--- src/ffha_pkg.sv ---
`timescale 1ns / 1ps
package ffha_pkg;
  localparam int unsigned HeapUnits = 1024;
  localparam int unsigned IdxW = 10;
  localparam int unsigned LinkW = 11;
  localparam logic [LinkW-1:0] NullLink = 11'd1024;

  typedef enum logic [1:0] {
    MARK_NONE = 2'd0,
    MARK_FREE = 2'd1,
    MARK_USED = 2'd2
  } mark_e;

  typedef enum logic [1:0] {
    ST_OK = 2'd0,
    ST_SIZE = 2'd1,
    ST_NOFIT = 2'd2,
    ST_BADFREE = 2'd3
  } status_e;

  typedef enum logic [3:0] {
    CMD_IDLE = 4'd0,
    CMD_ALLOC_START = 4'd1,
    CMD_WALK_READ = 4'd2,
    CMD_WALK_EVAL = 4'd3,
    CMD_ALLOC_COMMIT = 4'd4,
    CMD_FREE_READ = 4'd5,
    CMD_FREE_EVAL = 4'd6,
    CMD_FREE_COMMIT = 4'd7,
    CMD_MERGE_READ = 4'd8,
    CMD_MERGE_COMMIT = 4'd9,
    CMD_FIX_A = 4'd10,
    CMD_FIX_B = 4'd11
  } cmd_e;

  typedef struct packed {
    cmd_e cmd;
  } ctl_t;

  typedef struct packed {
    logic fit;
    logic fail;
    logic bad;
    logic merge;
  } sts_t;
endpackage

--- src/ffha_ctrl.sv ---
`timescale 1ns / 1ps
module ffha_ctrl (
  input  logic clk_i,
  input  logic rst_ni,
  input  logic in_valid_i,
  input  logic in_op_i,
  output logic in_ready_o,
  output logic out_valid_o,
  input  logic out_ready_i,
  input  logic clearing_i,
  input  logic [1:0] status_i,
  input  ffha_pkg::sts_t sts_i,
  output ffha_pkg::ctl_t ctl_o
);
  import ffha_pkg::*;

  typedef enum logic [11:0] {
    S_IDLE   = 12'b000000000001,
    S_WREAD  = 12'b000000000010,
    S_WEVAL  = 12'b000000000100,
    S_ACOMM  = 12'b000000001000,
    S_FREAD  = 12'b000000010000,
    S_FEVAL  = 12'b000000100000,
    S_FCOMM  = 12'b000001000000,
    S_MREAD  = 12'b000010000000,
    S_MCOMM  = 12'b000100000000,
    S_FIXA   = 12'b001000000000,
    S_FIXB   = 12'b010000000000,
    S_DONE   = 12'b100000000000
  } state_e;

  state_e state_q, state_d;

  assign in_ready_o = (state_q == S_IDLE) && !clearing_i;
  assign out_valid_o = (state_q == S_DONE);

  always_comb begin
    state_d = state_q;
    ctl_o.cmd = CMD_IDLE;
    unique case (state_q)
      S_IDLE: begin
        if (in_valid_i && in_ready_o) begin
          if (in_op_i) begin ctl_o.cmd = CMD_FREE_READ; state_d = S_FREAD; end
          else begin ctl_o.cmd = CMD_ALLOC_START; state_d = S_WREAD; end
        end
      end
      S_WREAD: begin
        ctl_o.cmd = CMD_WALK_READ;
        state_d = (status_i != ST_OK) ? S_DONE : S_WEVAL;
      end
      S_WEVAL: begin
        ctl_o.cmd = CMD_WALK_EVAL;
        if (sts_i.fail) state_d = S_DONE;
        else if (sts_i.fit) state_d = S_ACOMM;
        else state_d = S_WREAD;
      end
      S_ACOMM: begin ctl_o.cmd = CMD_ALLOC_COMMIT; state_d = S_FIXA; end
      S_FREAD: begin
        ctl_o.cmd = CMD_WALK_READ;
        state_d = (status_i != ST_OK) ? S_DONE : S_FEVAL;
      end
      S_FEVAL: begin
        ctl_o.cmd = CMD_FREE_EVAL;
        state_d = sts_i.bad ? S_DONE : S_FCOMM;
      end
      S_FCOMM: begin ctl_o.cmd = CMD_FREE_COMMIT; state_d = S_MREAD; end
      S_MREAD: begin ctl_o.cmd = CMD_MERGE_READ; state_d = S_MCOMM; end
      S_MCOMM: begin
        if (sts_i.merge) begin ctl_o.cmd = CMD_MERGE_COMMIT; state_d = S_FIXA; end
        else state_d = S_DONE;
      end
      S_FIXA: begin ctl_o.cmd = CMD_FIX_A; state_d = S_FIXB; end
      S_FIXB: begin ctl_o.cmd = CMD_FIX_B; state_d = S_DONE; end
      S_DONE: if (out_ready_i) state_d = S_IDLE;
      default: state_d = S_IDLE;
    endcase
  end

  always_ff @(posedge clk_i or negedge rst_ni) begin
    if (!rst_ni) begin
      state_q <= S_IDLE;
    end else begin
      state_q <= state_d;
    end
  end
endmodule

--- config.mk ---
export PLATFORM = sky130hd
export DESIGN_NAME = ffha_ctrl
export DESIGN_NICKNAME = d
export VERILOG_FILES = /design/src/ffha_pkg.sv /design/src/ffha_ctrl.sv
export SDC_FILE = /design/constraint.sdc
export NUM_CORES = 1
export LEC_CHECK = 0
export CAP_MARGIN = 5
export CORE_MARGIN = 4
export CORE_UTILIZATION = 46
export CTS_CLUSTER_SIZE = 24
export DETAILED_ROUTE_END_ITERATION = 8
export DONT_BUFFER_PORTS = 1
export PLACE_DENSITY = 0.72
export REMOVE_ABC_BUFFERS = 1
export SYNTH_ARGS = -nofsm -noshare
export SYNTH_HDL_FRONTEND = slang
export SYNTH_SLANG_ARGS = --single-unit
--- constraint.sdc ---
create_clock -name clk_i -period 2.4 [get_ports clk_i]
set_input_delay 0.6 -clock clk_i [delete_from_list [all_inputs] [get_ports clk_i]]
set_output_delay 0.6 -clock clk_i [all_outputs]
set_load 0.01 [all_outputs]
Word level (Yosys, flattened, before mapping) --
Cells that the tools add are included.
Operators by class: add/subtract/negate cells 0, eq/ne operators 14, shifts and indexed selects 0, mux-type cells 14, multipliers 0, reduce and logical (&&, ||, !) cells 6, $lt $le $gt $ge 0, bitwise gates (word level) 0, divide/modulo/power cells 0
Operators with widths (count):
- $pmux 12 s12 | 1
- $mux 12 | 7
- $pmux 4 s10 | 1
- $eq 12x1->1 const B | 1
- $eq 12x10->1 const B | 1
- $eq 12x11->1 const B | 1
- $eq 12x12->1 const B | 1
- $eq 12x2->1 const B | 1
- $eq 12x3->1 const B | 1
- $eq 12x4->1 const B | 1
- $eq 12x5->1 const B | 1
- $eq 12x6->1 const B | 1
- $eq 12x7->1 const B | 1
- $eq 12x8->1 const B | 1
- $eq 12x9->1 const B | 1
- $mux 4 | 2
- $mux 3 | 2
- $mux 5 | 1
- $ne 2x1->1 const B | 2
- $logic_and 1x1->1 | 2
- $reduce_and 2->1 | 1
- $reduce_bool 2->1 | 1
- $reduce_or 2->1 | 1
- $logic_not 1->1 | 1
Storage, ports and cells: memories 0, input bits 12, output and inout port bits 6, bits in writable memories 0, register bits 12, memory bits (read-only) 0, bits in latches 0, logic and storage cells 35

Longest topological paths before layout --
Gate-level depths: netlist (run 1).
depth after elaboration 5, gate-level depth with buffers 6, depth with buffers taken out 5

Least setup slack after synthesis (run 1) --
No wires, ideal clock.
path type register -> output, from reg state_q[1], to out out_valid_o, stages on the path, launching flop included 5, setup slack 216 ps, path buffers 0, data required time 1800 ps, arrival 1584 ps, cells stage by stage dfrtp_1 nor4_1 nand2_1 nor2_1 nor4b_1
Between the ends: longest elaborated chain between the ends 1
Ends and longest elaborated chain:
- start: declaration | RTL line ffha_ctrl.sv:32 | state_e state_q, state_d;
- start signal: assignment | RTL line ffha_ctrl.sv:83 | state_q <= state_d;
- $eq 12x12->1 | RTL line ffha_ctrl.sv:35 | assign out_valid_o = (state_q == S_DONE);
- end: declaration | RTL line ffha_ctrl.sv:8 | output logic out_valid_o,
Every way passes these cells.

==> results of run 1 <==
[kinds of logic after synthesis]
kind of cell           after synthesis  synth area share (%)
buffers and inverters                7                  4.39
XOR/XNOR                             4                  4.24
AND/OR/NAND/NOR                     58                  43.6
AO/OA/AOI/OAI                       13                  11.2
flip-flops                          12                  36.5
[synth_stat cells (3+ instances only)]
cell / instances / area share [%]
dfrtp_1: 11 / 33
inv_1: 3 / 1.4
o21ai_0: 3 / 1.8
and3_1: 5 / 3.8
nor4_1: 6 / 4.5
nor2_1: 12 / 5.5
nand2_1: 8 / 3.6
nor4b_1: 3 / 3.2
nor3_1: 4 / 2.4
[layout make-up]
type / count / area share, %
multi-input cells: 75 / 54.2
inverters: 3 / 1.02
well taps: 25 / 2.83
flip-flops and latches: 12 / 28.2
clock buffers: 4 / 2.38
repair buffers: 16 / 11.4
[power by group through the flow]
stage | Sequential (W) | Combinational, W | Clock [W]
after floorplan | 0.000264 | 0.000230 | 0
after global placement | 0.000273 | 0.000302 | 0
after detailed placement | 0.000276 | 0.000305 | 0
after CTS | 0.000279 | 0.000376 | 0.000132
after global routing | 0.000287 | 0.000487 | 0.000144
final | 0.000283 | 0.000457 | 0.000135
[per-layer routing]
metal	wire length (um)	share of wire, %	vias to the layer above
met3	195	7.7	16
met4	120	4.8	0
met1	968	38	429
met2	1230	49	57
li1	-	-	386
met5	0	0	-
[worst paths after layout]
kind	slack (ns)	from	cells after the start	end
worst max register to register	0.22	state_q[10]$_DFFE_PN0P_	7	state_q[1]$_DFFE_PN0P_
min in group clk_i	0.39	sts_i[1]	1	state_q[6]$_DFFE_PN0P_
worst max-delay path	-0.1	state_q[10]$_DFFE_PN0P_	4	ctl_o[0]
worst min register to register	0.54	state_q[4]$_DFFE_PN0P_	1	state_q[6]$_DFFE_PN0P_
worst min-delay path	0.01	rst_ni	0	state_q[8]$_DFFE_PN0P_
max in group asynchronous	1.52	rst_ni	1	state_q[4]$_DFFE_PN0P_
[per-stage QoR]
step | utilization, % | hold WS (ns) | cells
floorplan | - | 0.304 | 90
global placement | 50.9 | 0.305 | 120
detailed placement | 50.9 | 0.305 | 120
CTS | 60.2 | 0.0124 | 130
global route | 64.8 | 0.00871 | 135
finish | 64.8 | 0.00957 | 135
[timing repair]
item	CTS	global route
hold buffers	0	1
resized for setup	20	8
setup endpoints to repair	5	5
buffers inserted	6	4
pin swaps	5	6
hold endpoints to repair	0	6
==> flow_summary.json, run 1 <==
{
  "clock_path_buffers": 2,
  "ys_seq_area_share_pct": 36.5,
  "syn_area_per_cell_um2": 8.79,
  "gr-usage-met2_pct": 33.0,
  "critPathKind": "reg2out",
  "switchingPower_w": 0.000351,
  "overflow": 0,
  "crit_top_cell": "or4_4",
  "route.detailed.drc": 0,
  "violations": "negative setup slack",
  "multi_input_area_um2": 599,
  "clock-sinks": 12,
  "dieArea_um2": 2540,
  "dr_total_vias": 888,
  "drtIter0Drc": 48,
  "yosysWarningCount": 0,
  "top_usage_layer": "met2",
  "p_per_area_nw_per_um2": 791,
  "antenna_found_initial": 0,
  "pwr-share-comb_pct": 52.2,
  "maxSlewViolCount": 0,
  "syn-instance-count": 94,
  "reg_top3": "state_q (12)",
  "area_growth_pct": 33.9,
  "required_ns": 1.80,
  "die_h_um": 50.4,
  "grtUsageMet3_pct": 2.37,
  "worst_setup_path_end_kind": "output port",
  "cts-root-buf": "clkbuf_4",
  "final_cell_mix": "buf_4 (14), nor2_1 (10), nand2_1 (8), dfrtp_2 (8), and3_1 (4)",
  "cp_top_family": "simple AND/OR/NAND/NOR gates",
  "worstHoldPathType": "in2async",
  "largest_reg_flops": 12,
  "clock_latency_ns": 0.28,
  "min_period_ns": 2.50,
  "io_buffers": 0,
  "firstDrtPassIters": 4,
  "grt_pass1_vias": 828,
  "nets": 123,
  "cp_slowest_cell": "or4_4",
  "setup_slack_ns": -0.0995,
  "top_register": "state_q",
  "switching_share_pct": 40.2,
  "synthArstFlopShare_pct": 100,
  "drtAntennaViolNets": 0,
  "route.final.wire_length_um": 2520,
  "initial_core_util_pct": 48.4,
  "regArea_um2": 312,
  "skew_ns": 0.00375,
  "n_fill_cell": 137,
  "antenna_cells": 0,
  "synth_edf_count": 0,
  "drv_cap": 0,
  "crit_fanout": 5,
  "rows": 15,
  "gp_congestion": 0.857,
  "stdcell_area_um2": 1110,
  "cp_cell_sequence": "or4_4 -> nor3b_4 -> and3_4 -> or4_4",
  "slew_headroom_pct": 71.3,
  "syn_area_um2": 826,
  "die_x_um": 50.4,
  "arrival_ns": 1.90,
  "grt_use_met1_pct": 24.3,
  "max_slew.worst_pin.slew_ns": 0.426,
  "status": "finished with violations",
  "hpwl_um": 1560,
  "ys.flop_type": "dfrtp_1",
  "ys_ff_latch": 12,
  "finalSetupTns_ns": -0.344,
  "placed_area_um2": 870,
  "clk_pin_slew_ns": 0.07,
  "pre_cts_ws_ns": 0.115,
  "track_usage_pct": 19.4,
  "start_kind": "flip-flop",
  "cpPeakStageDelay_ns": 0.60,
  "cts_buffers": 3,
  "final_common_cell": "buf_4",
  "wl_per_cell_um": 18.7,
  "crit_buf_inv": 0,
  "power.internal_w": 0.000523,
  "cts_max_level": 1,
  "clock.fmax_mhz": 400,
  "clockPowerShare_pct": 15.4,
  "viasPerCell": 6.58,
  "finalSetupViolCount": 5,
  "grt_pass1_wl_um": 3770,
  "pwr-share-seq_pct": 32.4,
  "hold_viol_final": 0,
  "synthDistinctLibCells": 39,
  "grt_max_degree": 13,
  "power.total_w": 0.000875,
  "fin_crit_sh_pct": 104,
  "rsz0062_at_grt": "true",
  "layout-drive-gt1-share_pct": 42.7,
  "num_io_pins": 18,
  "leakage_nw": 0.484,
  "irDropWorstVdd_mv": 0.439,
  "core-area_um2": 1710,
  "cts_tree": "done"
}
Note: power is estimated with default switching activity, not from simulation.
==> run 2, diff against run 1 <==
Settings changed: CTS_BUF_LIST set to sky130_fd_sc_hd__clkbuf_4 sky130_fd_sc_hd__clkbuf_8.
==> run 2 against run 1 <==
The flow still finishes with violations (negative setup slack); first-iteration DRC count down 35%; die area unchanged; critical endpoint unchanged; largest cell class unchanged; critical path type unchanged; final cell count unchanged; wire length down 1.6%; register-to-register slack better by 0.02 ns; flip-flop and latch count unchanged; highest routed layer unchanged.
==> flow_summary.json, run 2 (synthesized netlist as in run 1, its figures left out) <==
{
  "final_common_cell": "buf_4",
  "rsz0062_at_grt": "true",
  "rows": 15,
  "die_x_um": 50.4,
  "skew_ns": 0.00741,
  "overflow": 0,
  "grt_max_degree": 13,
  "area_growth_pct": 34.4,
  "maxSlewViolCount": 0,
  "clk_pin_slew_ns": 0.07,
  "clock.fmax_mhz": 401,
  "power.total_w": 0.000882,
  "critPathKind": "reg2out",
  "pre_cts_ws_ns": 0.115,
  "gp_congestion": 0.857,
  "violations": "negative setup slack",
  "hold_viol_final": 0,
  "cts_max_level": 1,
  "status": "finished with violations",
  "finalSetupTns_ns": -0.371,
  "antenna_cells": 0,
  "utilization_pct": 65.0,
  "power.internal_w": 0.000536,
  "clockPowerShare_pct": 16.4,
  "switchingPower_w": 0.000346,
  "grt_pass1_vias": 828,
  "start_kind": "flip-flop",
  "slew_headroom_pct": 69.5,
  "final_cell_mix": "buf_4 (14), nor2_1 (10), nand2_1 (8), dfrtp_2 (8)",
  "drv_cap": 0,
  "dr_total_vias": 867,
  "crit_fanout": 5,
  "grt_pass1_wl_um": 3780,
  "finalSetupViolCount": 5,
  "wl_per_cell_um": 18.4,
  "dieArea_um2": 2540,
  "largest_reg_flops": 12,
  "route.detailed.drc": 0,
  "track_usage_pct": 19.5,
  "leakage_nw": 0.488,
  "pwr-share-seq_pct": 32.0,
  "io_buffers": 0,
  "clock_latency_ns": 0.28,
  "antenna_found_initial": 0,
  "reg_top3": "state_q (12)",
  "clock-sinks": 12,
  "num_io_pins": 18,
  "fin_crit_sh_pct": 104,
  "drtIter0Drc": 31,
  "drtAntennaViolNets": 0,
  "clock_path_buffers": 2,
  "viasPerCell": 6.42,
  "max_slew.worst_pin.slew_ns": 0.453,
  "p_per_area_nw_per_um2": 795,
  "cts_tree": "done",
  "cp_cell_sequence": "or4_4 -> nor3b_4 -> and3_4 -> or4_4",
  "worstHoldPathType": "in2async",
  "cts-root-buf": "clkbuf_4",
  "min_period_ns": 2.50,
  "nets": 123,
  "route.final.wire_length_um": 2480,
  "top_register": "state_q",
  "firstDrtPassIters": 4,
  "pwr-share-comb_pct": 51.6,
  "hpwl_um": 1560,
  "core-area_um2": 1710,
  "cts_buffers": 3,
  "worst_setup_path_end_kind": "output port",
  "die_h_um": 50.4,
  "ff2ff_path_depth": 7,
  "layout-drive-gt1-share_pct": 43.6,
  "initial_core_util_pct": 48.4,
  "setup_slack_ns": -0.0955,
  "arrival_ns": 1.90,
  "switching_share_pct": 39.3,
  "cpPeakStageDelay_ns": 0.61,
  "crit_top_cell": "or4_4",
  "required_ns": 1.80,
  "irDropWorstVdd_mv": 0.445,
  "cp_slowest_cell": "or4_4"
}
run 2: changes by cell type in the layout (fill, tap and decap cells not counted):
cell / change
clkbuf_1: -1
clkbuf_4: +1
run 2: path summary, 6_finish.rpt:
kind,startpoint,endpoint,slack (ns)
max,state_q[10]$_DFFE_PN0P_,ctl_o[0],-0.1
min,rst_ni,state_q[8]$_DFFE_PN0P_,0.01
max reg2reg,state_q[10]$_DFFE_PN0P_,state_q[1]$_DFFE_PN0P_,0.24
min reg2reg,state_q[4]$_DFFE_PN0P_,state_q[6]$_DFFE_PN0P_,0.54
max in group asynchronous,rst_ni,state_q[5]$_DFFE_PN0P_,1.53
min in group clk_i,sts_i[1],state_q[6]$_DFFE_PN0P_,0.39
run 2: power groups by stage:
stage / clock, W / combinational (W) / sequential [W]
2_1_floorplan: 0 / 0.000230 / 0.000264
3_3_place_gp: 0 / 0.000302 / 0.000273
3_5_place_dp: 0 / 0.000305 / 0.000276
4_1_cts: 0.000143 / 0.000377 / 0.000280
5_1_grt: 0.000155 / 0.000490 / 0.000287
6_report: 0.000145 / 0.000455 / 0.000282
run 2: cell type report:
class | instances | area, um2
repair buffers | 16 | 126
clock buffers | 4 | 30.0
well taps | 25 | 31.3
inverters | 3 | 11.3
fillers | 140 | 598
multi-input cells | 75 | 599
flip-flops and latches | 12 | 312
run 2: layer usage:
metal	part of all wire, %	routed length [um]	track usage [%]	vias up
li1	-	-	-	388
met1	38	939	24.3	415
met2	50	1240	33.3	49
met3	7.7	191	2.37	15
met4	4.3	106	8.97	0
met5	0	0	0	-
run 2: timing repair:
action	CTS	global route
endpoints found under the setup margin	5	5
setup buffers	6	4
endpoints found under the hold margin	0	6
pin swaps	4	6
gates resized for setup	19	9
hold buffers	0	1
run 2: per-stage QoR:
stage	area, um2	std cells	hold WS [ns]
6_report	1110	135	0.0145
5_1_grt	1110	135	0.00871
3_3_place_gp	870	120	0.305
4_1_cts	1030	130	0.0126
3_5_place_dp	870	120	0.305
2_1_floorplan	801	90	0.304
run 2: critical path, delay by kind of cell, from the launching register on:
family | cells | cell delay (ns)
DFF | 1 | 0.43
and+or+nand+nor | 4 | 1.20
==> run 3, diff against run 2 <==
Settings changed: CELL_PAD_IN_SITES_DETAIL_PLACEMENT set to 0, CELL_PAD_IN_SITES_GLOBAL_PLACEMENT set to 1, PLACE_DENSITY 0.72 to 0.88.
==> run 3 against run 2 <==
The flow still finishes with violations (negative setup slack); clock skew down 0.0020 ns; via count down 11%; largest power group unchanged; largest cell class unchanged; sequential power about the same.
==> flow_summary.json, run 3 (synthesized netlist as in run 1, its figures left out) <==
{
  "status": "finished with violations",
  "violations": "negative setup slack",
  "overflow": 0,
  "antenna_found_initial": 0,
  "viasPerCell": 5.87,
  "hold_viol_final": 0,
  "drv_cap": 0,
  "grt_pass1_wl_um": 3260,
  "cts-root-buf": "clkbuf_4",
  "power.internal_w": 0.000525,
  "wl_per_cell_um": 15.2,
  "max_slew.worst_pin.slew_ns": 0.669,
  "switching_share_pct": 36.7,
  "irDropWorstVdd_mv": 0.511,
  "initial_core_util_pct": 48.4,
  "rows": 15,
  "clock_path_buffers": 2,
  "clk_pin_slew_ns": 0.07,
  "antenna_cells": 0,
  "gp_congestion": 0.858,
  "cts_max_level": 1,
  "route.detailed.drc": 0,
  "required_ns": 1.80,
  "n_fill_cell": 130,
  "grt_max_degree": 13,
  "regArea_um2": 305,
  "slew_headroom_pct": 54.8,
  "io_buffers": 0,
  "die_x_um": 50.4,
  "firstDrtPassIters": 4,
  "drtAntennaViolNets": 0,
  "whs_ns": 0.163,
  "cts_tree": "done",
  "clockPowerShare_pct": 18.7,
  "nets": 119,
  "area_growth_pct": 26.4,
  "switchingPower_w": 0.000304,
  "clock.fmax_mhz": 411,
  "start_kind": "flip-flop",
  "drtIter0Drc": 30,
  "die_h_um": 50.4,
  "top_register": "state_q",
  "p_per_area_nw_per_um2": 794,
  "final_common_cell": "buf_4",
  "reg_top3": "state_q (12)",
  "num_io_pins": 18,
  "rsz0062_at_grt": "true",
  "pwr-share-comb_pct": 47.5,
  "dr_total_vias": 769,
  "multi_input_area_um2": 567,
  "worstHoldPathType": "in2async",
  "layout-drive-gt1-share_pct": 34.0,
  "ff2ff_path_depth": 4,
  "hpwl_um": 1580,
  "route.final.wire_length_um": 1990,
  "final_cell_mix": "buf_4 (11), nor2_1 (10), nand2_1 (8), dfrtp_1 (8), and3_1 (4)",
  "worst_setup_path_end_kind": "output port",
  "track_usage_pct": 16.9,
  "largest_reg_flops": 12,
  "skew_ns": 0.00543,
  "dieArea_um2": 2540,
  "leakage_nw": 0.471,
  "clock-sinks": 12,
  "clock_latency_ns": 0.27,
  "min_period_ns": 2.43,
  "fin_crit_sh_pct": 101,
  "pwr-share-seq_pct": 33.8,
  "power.total_w": 0.000829,
  "critPathKind": "reg2out",
  "core-area_um2": 1710,
  "grt_pass1_vias": 724,
  "crit_fanout": 5,
  "maxSlewViolCount": 0,
  "finalSetupViolCount": 2,
  "setup_slack_ns": -0.0316,
  "cts_buffers": 3,
  "arrival_ns": 1.83
}
[run 3: cell count changes in the layout (fill, tap and decap cells not counted), sizes merged]
cell	delta
buf	-4
[run 3: what timing repair did]
item / in CTS / in global routing
pin swaps: 2 / 3
hold endpoints to repair: 0 / 11
setup endpoints to repair: 4 / 5
setup buffers: 2 / 1
hold buffers: 0 / 1
gates resized for setup: 10 / 7
[run 3: stage by stage]
step / instance area (um2) / setup WS [ns] / util, % / std cells / TNS [ns]
after detailed placement: 892 / 0.180 / 52.2 / 123 / 0
final: 1040 / -0.0316 / 61.1 / 131 / -0.0382
after floorplan: 801 / 0.201 / - / 90 / 0
after global placement: 892 / 0.197 / 52.2 / 123 / 0
after CTS: 995 / -0.0462 / 58.2 / 129 / -0.0695
after global routing: 1040 / -0.107 / 61.1 / 131 / -0.397
[run 3: path summary, 6_finish.rpt]
check	start	end	slack, ns
max	state_q[9]$_DFFE_PN0P_	ctl_o[0]	-0.03
min	rst_ni	state_q[0]$_DFFE_PN1P_	0.16
max reg2reg	state_q[1]$_DFFE_PN0P_	state_q[1]$_DFFE_PN0P_	0.55
min reg2reg	state_q[5]$_DFFE_PN0P_	state_q[8]$_DFFE_PN0P_	0.63
max in group asynchronous	rst_ni	state_q[6]$_DFFE_PN0P_	1.29
min in group clk_i	sts_i[1]	state_q[6]$_DFFE_PN0P_	0.40
[run 3: final cells by class]
type,instances,share of cell area [%]
Clock buffer,4,3.48
Multi-Input combinational cell,75,54.3
Sequential cell,12,29.3
Tap cell,25,3.00
Timing Repair Buffer,12,8.87
Inverter,3,1.08
[run 3: worst max-delay path, stage by stage (launching register included)]
cell     delay, ns
dfrtp_1       0.41
or4_4         0.57
nor3b_4       0.24
and3_4        0.21
or4_4         0.12
[run 3: per-layer routing]
metal | vias up | global-route usage [%] | part of all wire, %
met5 | - | 0 | 0
met4 | 0 | 1.35 | 0
met3 | 0 | 5.93 | 4.9
met2 | 20 | 29.6 | 52
met1 | 367 | 20.9 | 43
li1 | 382 | - | -
[run 3: power groups by stage]
stage	logic [W]	clock network, W	registers, W
floorplan	0.000230	0	0.000264
global placement	0.000307	0	0.000269
detailed placement	0.000305	0	0.000272
CTS	0.000359	0.000161	0.000276
global route	0.000434	0.000172	0.000287
finish	0.000394	0.000155	0.000280
